--- src/hdl/tpcc_pkg.sv ---
// Shared constants, types and helper functions for the three-prime CRT combine core.
// Holds the moduli, the Garner constants and the constant sets for the Barrett multipliers.
// No dependencies; used by tpcc_modmul and three_prime_crt_combine_core.
package tpcc_pkg;

    // Pipeline depth from input register to output register
    localparam int NUM_STAGES = 20;

    // Residue primes and output modulus (all 30 bits wide)
    localparam logic [29:0] PRIME_0 = 30'd998244353;
    localparam logic [29:0] PRIME_1 = 30'd897581057;
    localparam logic [29:0] PRIME_2 = 30'd754974721;
    localparam logic [29:0] OUT_MOD = 30'd1000000007;

    // Garner constants: P0^-1 mod P1 and (P0*P1)^-1 mod P2
    localparam logic [29:0] INV_P0_MOD_P1  = 30'd523588941;
    localparam logic [29:0] INV_P01_MOD_P2 = 30'd59724183;

    // Radix weights reduced into the modulus they are used with
    localparam logic [29:0] P0_MOD_P2 = 30'(64'(PRIME_0) % 64'(PRIME_2));
    localparam logic [29:0] P0_MOD_Q  = 30'(64'(PRIME_0) % 64'(OUT_MOD));
    localparam logic [29:0] P01_MOD_Q = 30'((64'(PRIME_0) * 64'(PRIME_1)) % 64'(OUT_MOD));

    // Barrett reciprocals floor(2^60 / m); every modulus lies in (2^29, 2^30)
    localparam logic [30:0] MU_P1 = 31'((64'd1 << 60) / 64'(PRIME_1));
    localparam logic [30:0] MU_P2 = 31'((64'd1 << 60) / 64'(PRIME_2));
    localparam logic [30:0] MU_Q  = 31'((64'd1 << 60) / 64'(OUT_MOD));

    // Which constant multiply a modmul instance performs
    typedef enum logic [2:0] {
        MM_DIGIT1,      // d1 * P0^-1 mod P1
        MM_DIGIT1_P2,   // v1 * P0 mod P2
        MM_DIGIT1_Q,    // v1 * P0 mod Q
        MM_DIGIT2,      // d2 * (P0*P1)^-1 mod P2
        MM_DIGIT2_Q     // v2 * P0*P1 mod Q
    } mm_op_t;

    typedef struct packed {
        logic [29:0] modulus;
        logic [29:0] factor;
        logic [30:0] mu;
    } mm_const_t;

    // Look up modulus, constant factor and reciprocal for one multiply kind
    function automatic mm_const_t mm_const(mm_op_t op);
        mm_const_t k;
        case (op)
            MM_DIGIT1:    k = '{modulus: PRIME_1, factor: INV_P0_MOD_P1,  mu: MU_P1};
            MM_DIGIT1_P2: k = '{modulus: PRIME_2, factor: P0_MOD_P2,      mu: MU_P2};
            MM_DIGIT1_Q:  k = '{modulus: OUT_MOD, factor: P0_MOD_Q,       mu: MU_Q};
            MM_DIGIT2:    k = '{modulus: PRIME_2, factor: INV_P01_MOD_P2, mu: MU_P2};
            MM_DIGIT2_Q:  k = '{modulus: OUT_MOD, factor: P01_MOD_Q,      mu: MU_Q};
            default:      k = '{modulus: PRIME_1, factor: INV_P0_MOD_P1,  mu: MU_P1};
        endcase
        return k;
    endfunction

    // Reduce a value below 2*m into [0, m)
    function automatic logic [29:0] fold_mod2(logic [30:0] val, logic [29:0] modulus);
        logic [30:0] m1;
        m1 = {1'b0, modulus};
        if (val >= m1) begin
            return 30'(val - m1);
        end
        return val[29:0];
    endfunction

    // Reduce a value below 3*m into [0, m)
    function automatic logic [29:0] fold_mod3(logic [31:0] val, logic [29:0] modulus);
        logic [31:0] m1;
        logic [31:0] m2;
        m1 = {2'b00, modulus};
        m2 = {1'b0, modulus, 1'b0};
        if (val >= m2) begin
            return 30'(val - m2);
        end else if (val >= m1) begin
            return 30'(val - m1);
        end
        return val[29:0];
    endfunction

endpackage

--- src/hdl/tpcc_modmul.sv ---
// Four-stage modular multiply by a constant: product, Barrett quotient, remainder, fold.
// The constant set is picked by a tpcc_pkg::mm_op_t code that is tied off at the instance.
// Depends on tpcc_pkg.
module tpcc_modmul (
    input  logic               aclk,
    input  tpcc_pkg::mm_op_t   op,
    input  logic [3:0]         adv,          // per-stage load enables, bit 0 first
    input  logic [29:0]        operand_in,
    output logic [29:0]        product_out
);

    tpcc_pkg::mm_const_t k;

    logic [59:0] prod_reg;
    logic [59:0] prod_next;
    logic [31:0] lo_reg;
    logic [61:0] qh_reg;
    logic [61:0] qh_next;
    logic [31:0] rem_reg;
    logic [31:0] rem_next;
    logic [29:0] res_reg;
    logic [29:0] res_next;

    assign k = tpcc_pkg::mm_const(op);

    // Full product, then estimated quotient from its top 31 bits
    assign prod_next = 60'(operand_in) * 60'(k.factor);
    assign qh_next   = 62'(prod_reg[59:29]) * 62'(k.mu);

    // Remainder is below 3m, so the low 32 bits are enough
    assign rem_next  = lo_reg - (32'(qh_reg[61:31]) * 32'(k.modulus));
    assign res_next  = tpcc_pkg::fold_mod3(rem_reg, k.modulus);

    // Advance each stage when the pipeline control lets it
    always_ff @(posedge aclk) begin
        if (adv[0]) begin
            prod_reg <= prod_next;
        end
        if (adv[1]) begin
            qh_reg <= qh_next;
            lo_reg <= prod_reg[31:0];
        end
        if (adv[2]) begin
            rem_reg <= rem_next;
        end
        if (adv[3]) begin
            res_reg <= res_next;
        end
    end

    assign product_out = res_reg;

endmodule

--- config.mk ---
export PLATFORM = sky130hd
export DESIGN_NAME = tpcc_modmul
export DESIGN_NICKNAME = d
export VERILOG_FILES = /design/src/hdl/tpcc_pkg.sv /design/src/hdl/tpcc_modmul.sv
export SDC_FILE = /design/constraint.sdc
export NUM_CORES = 2
export LEC_CHECK = 0
export BUFFER_PORTS_ARGS = -buffer_cell sky130_fd_sc_hd__buf_2
export CAP_MARGIN = 10
export CORE_AREA = 5 5 342 344
export CTS_BUF_LIST = sky130_fd_sc_hd__clkbuf_2 sky130_fd_sc_hd__clkbuf_4 sky130_fd_sc_hd__clkbuf_8
export DETAILED_ROUTE_END_ITERATION = 8
export DIE_AREA = 0 0 347 349
export PLACE_DENSITY = 0.79
export SYNTH_ARGS = -nofsm -noshare
export SYNTH_HDL_FRONTEND = slang
export SYNTH_SLANG_ARGS = --single-unit
--- constraint.sdc ---
create_clock -name aclk -period 9.09 [get_ports aclk]
set_clock_uncertainty 0.15 [all_clocks]
set_input_delay 0.4545 -clock aclk [delete_from_list [all_inputs] [get_ports aclk]]
set_output_delay 0.4545 -clock aclk [all_outputs]
set_load 0.01 [all_outputs]
# --- Yosys cells after proc, flatten, opt, wreduce, memory -nomap -nowiden ---
# Cells that the tools add are included.
totals:
  regBits: 216
  word_cells: 23
  out_inout_bits: 30
op_classes:
  magnitude_cmp: 2
  mux: 6
  n_eq_ne: 4
  n_addsub: 3
  mul: 3
ops:
  columns: ["op", "count"]
  rows:
  - ["case mux 90 bit (4 select lines)", 1]
  - ["two-way mux 30 bit", 3]
  - ["multiplier 31 x 31 -> 62 bit", 1]
  - ["multiplier 30 x 30 -> 60 bit", 1]
  - ["subtractor 30 bit", 2]
  - ["greater-or-equal comparator 32 x 30 -> 1 bit", 1]
  - ["greater-or-equal comparator 32 x 31 -> 1 bit", 1]
  - ["multiplier 31 x 30 -> 32 bit", 1]
  - ["subtractor 32 bit", 1]
  - ["== test 3 x 2 -> 1 bit, second input constant", 2]
  - ["== test 3 x 1 -> 1 bit, second input constant", 1]
  - ["== test 3 bit, second input constant", 1]
  - ["two-way mux 1 bit", 2]

# --- Depth between registers and ports, before layout ---
depth:
  word_depth: 6
  depth_mapped: 37

# --- Worst setup path after synthesis ---
# No wires, ideal clock.
synth_timing:
  kind: "input -> register"
  from: "input op[0]"
  to: "register prod_reg[57] (data pin)"
  path_slack_ns: 0.186
  cell_stages: 29
  required_ns: 8.675
  t_arrival_ns: 8.489
  setup_ns: 0.265
  path_cell_list: "clkbuf_1 inv_1 nor2_1 clkbuf_1 buf_1 nand2_1 fa_1 fa_1 inv_1 fa_1 inv_1 fa_1 inv_1 fa_1 fa_1 fa_1 fa_1 ha_1 a21oi_1 o21ai_0 a211oi_1 o22ai_1 a211oi_1 o31ai_2 a31oi_2 o21ai_2 a311oi_4 nor4b_1 or3_1"
synth_between:
  elab_chain_cells: 3
synth_rtl:
  columns: ["element", "line_no", "source"]
  rows:
  - ["start: declaration", "tpcc_modmul.sv:6", "input tpcc_pkg::mm_op_t op,"]
  - ["== test 3 bit, or another cell as far along", "tpcc_pkg.sv:47", "case (op)"]
  - ["case mux 90 bit (4 select lines) (*)", "tpcc_pkg.sv:47", null]
  - ["multiplier 30 x 30 -> 60 bit (*)", "tpcc_modmul.sv:27", "assign prod_next = 60'(operand_in) * 60'(k.factor);"]
  - ["via prod_next[57]", "tpcc_modmul.sv:15", "logic [59:0] prod_next;"]
  - ["end signal: assignment", "tpcc_modmul.sv:37", "prod_reg <= prod_next;"]
  - ["end: declaration", "tpcc_modmul.sv:14", "logic [59:0] prod_reg;"]
# Mark *: on every way through the listed nets, which the timed path passes. The rest lies on a longest branch.
# A chain may end at the register's enable or synchronous reset.

# --- Worst setup path after layout ---
layout_timing:
  from: "input op[1]"
  to: "register qh_reg[61] (data pin)"
layout_between:
  elab_chain_cells: 3
layout_rtl:
  columns: ["element", "line_no", "source"]
  rows:
  - ["== test 3 bit, or another cell as far along", "tpcc_pkg.sv:47", null]
  - ["case mux 90 bit (4 select lines) (*)", "tpcc_pkg.sv:47", null]
  - ["multiplier 31 x 31 -> 62 bit (*)", "tpcc_modmul.sv:28", "assign qh_next = 62'(prod_reg[59:29]) * 62'(k.mu);"]
  - ["via qh_next[61]", "tpcc_modmul.sv:18", "logic [61:0] qh_next;"]
  - ["end signal: assignment", "tpcc_modmul.sv:40", "qh_reg <= qh_next;"]
  - ["end: declaration", "tpcc_modmul.sv:17", "logic [61:0] qh_reg;"]
# Marked as above.

==> run summary <==
The run finished with clean final reports. The tools report the number of remaining DRC errors as 0. The logs give 1.01 for the placer congestion estimate and 0.44 ns for the setup slack of the worst register-to-register path.

For the number of clock sinks, the log shows 185. In the global route stage, met1 resource usage came out at 41.1%. The instance count along the most critical hold path was 0. The final route contains 48300 vias. In this run the horizontal extent of the chip is 347 um. The vertical die dimension works out to 349 um. The run gives 5 as the number of antenna violations at the first check in global routing. The cell that appears most often on the critical path is fa_1.

The floorplan has 124 rows. Before CTS, the worst setup slack after placement is -0.310 ns. The most used flip-flop cell after synthesis is edfxtp_1. Sorting the synthesized cells by how often they occur yields 2078 x inv_1, 1523 x fa_1, 935 x ha_1. The proportion of layout cells with a drive suffix above 1 came out at 8.94%.

The tools report the reg-to-reg critical path startpoint as prod_reg[41]$_DFFE_PP_. The layer flagged by global routing as most heavily used is met2. The slowest library cell on the worst path is fa_1.

The total overflow left after global routing is 0. The total area inside the core boundary comes to 114000 um^2. Once detail routing completed, the nets flagged for antenna violations numbered 0.

The met3 track demand over resource in global routing is 4.77%, and the global routing met2 resource utilization is 56.9%. The tools report the endpoint of the worst register-to-register path as qh_reg[61]$_DFFE_PP_. After synthesis the cells add up to 67400 um^2.

The flop and latch count out of synthesis is 185. Synthesis produced a netlist whose cell count is 6848. The tools report the sink of the worst hold path as lo_reg[16]$_DFFE_PP_. The count of cells in the finished layout, fillers not included, comes to 8783.

Count of endpoints failing hold in the final timing report: 0. The number of different library cells used by synthesis comes to 87. Data on the critical path is required at its endpoint by 9.25 ns. The worst setup path is launched from an input port. The number of placed cells counting well taps was 8747. Entering global routing, the biggest net connects 64 pins.

The routed design has 196000 um of wire. For the number of buffers on the longest clock path, the log shows 2. The tools report the yosys synthesis warning count as 0. Once routing completed, OpenROAD measured the worst setup slack at 0.275 ns. Fraction of registers with async set/reset: 0%. TritonCTS built the clock tree. The clock network latency to the later pin of the worst-skew pair was 0.57 ns. After detailed routing, the number of vias per cell comes to 5.50.

Cells fill 64.5% of the core in the end. The HPWL after detailed placement is 177000 um, and the clock transition at the registers of the reported paths is 0.12 ns. The clock tree synthesis step divided the H-tree into 4 levels.

For the finished layout, the period the worst path requires is 8.81 ns. The number of port buffers was 67. The area growth from synthesis to layout is 8.68%.

The count of boundary I/O pins was 68. In this run, the number of DRC markers left after iteration 0 of detailed routing was 3563. Classification of the worst setup path: input port to flip-flop. Final clock period utilization by the worst path: 97.0%.

The run gives 8.98 ns as the arrival time of the worst setup path. Measured in cells, the most critical reg-to-reg path has a length of 27. Ranked by total cell area, the synthesized netlist is headed by fa_1 45%, ha_1 17%, inv_1 12%. Across the run, the number of max-cap violations was 0. The number of flip-flops under the largest register name works out to 60. The tools report the worst max-slew margin expressed relative to the limit as 26.2%.

Final hold analysis gives a worst-case slack of 0.257 ns. Of all nets on the critical path, the largest fanout is 19. The first detailed-routing pass took 6 iterations. The sequential cell area was 5560 um^2; the number of global-route vias before repair was 54300.

After detailed routing, the average wire length per cell comes to 22.3 um. STA classifies the critical path endpoint as a flip-flop. Floorplan die area: 121000 um^2. The sequential cell area fraction in the yosys report is 8.24%, and the slew at the pin closest to its max-slew limit is 1.11 ns. The worst hold path belongs to the class flip-flop to flip-flop.

The multi-input combinational cells in the finished layout cover a total of 53500 um^2. The first-pass GRT wire length was 307000 um; the synthesized area per cell was 9.84 um^2. The cell sitting at the root of the clock tree is a clkbuf_8. After synthesis, the largest area contributor takes up 45.2% of total cell area. Global routing used 33.3% of the available tracks.

Setup violations remaining at the end of the flow were counted as 0. The achievable frequency was 113 MHz. fa_1 takes more of the synthesized area than any other cell. In this run the most critical hold path is launched from prod_reg[16]$_DFFE_PP_. The initial utilization of the core area, before any placement, comes to 59.4%. The run gives 0 as the number of buffers added to fix hold violations after cts. The count of flip-flops with a built-in enable after synthesis is 185, and the layout net count is 9751. Counting the buffers created by CTS gives 17. On the worst path, the slowest cell contributes a delay of 0.59 ns.

The number of max-slew violations in the final report came out at 0. Number of fill cells: 9169. By instance count, the leading cell after synthesis is inv_1.
[layer usage]
metal / part of all wire [%] / vias to the layer above / routed length [um]
li1: - / 21400 / -
met1: 38 / 24400 / 74600
met2: 49 / 2005 / 95100
met3: 6.6 / 527 / 13000
met4: 6.8 / 0 / 13300
met5: 0 / - / 0
[metrics by stage]
stage	TNS, ns	instance area (um^2)
2_1_floorplan	0	67500
3_3_place_gp	-0.994	72800
3_5_place_dp	-1.90	72800
4_1_cts	0	73200
5_1_grt	-0.0224	73300
6_report	0	73300
[worst max-delay path by stage]
stage | start | to | slack (ns)
after CTS | op[1] | qh_reg[59]$_DFFE_PP_ | 0.27
after floorplan | op[0] | prod_reg[57]$_DFFE_PP_ | 0.19
after detailed placement | op[1] | qh_reg[59]$_DFFE_PP_ | -0.31
after global routing | op[1] | qh_reg[59]$_DFFE_PP_ | -0.02
after global placement | op[1] | qh_reg[60]$_DFFE_PP_ | -0.22
final | op[1] | qh_reg[61]$_DFFE_PP_ | 0.28
[area by class of cell]
cell class                 instances  area share, %
clock buffer                      17          0.319
multi-input combinational       4425           73.0
tap                             1512           2.58
antenna                            3         0.0102
timing repair buffer             545           5.60
sequential                       185           7.58
clock inverter                    15          0.237
inverter                        2081           10.7
[worst max-delay path: cells and delay by family]
| family | cells | cell delay (ns) |
|---|---|---|
| buf+inv | 9 | 0.89 |
| simple gates | 3 | 0.52 |
| compound gates | 11 | 2.57 |
| xor+xnor | 1 | 0.10 |
| fa+ha+maj | 9 | 4.40 |
[what timing repair did]
action,4_1_cts,5_1_grt
endpoints found under the setup margin,0,7
resized for setup,0,3
buffers inserted,0,0
[placed cells by master, fill, tap and decap left out, types with 137 or more instances in the layout]
cell,count
edfxtp_1,185
a21oi_1,181
fa_1,1523
ha_1,935
buf_4,463
inv_1,2076
nor2_1,197
nand2_1,484
xnor2_1,165
o21ai_0,137
[kinds of logic after synthesis]
| family | share of synthesized area, % |
|---|---|
| AO/OA/AOI/OAI | 5.53 |
| adder cells (fa/ha/maj) | 62.7 |
| AND/OR/NAND/NOR | 7.75 |
| multiplexers | 0.0631 |
| XOR/XNOR | 3.12 |
| other | 0.00556 |
| buffers and inverters | 12.6 |
| flip-flops | 8.24 |
Power is left out: the tool's default activity adds up to more than one toggle a clock period on the data nets, which glitch-free logic cannot reach.
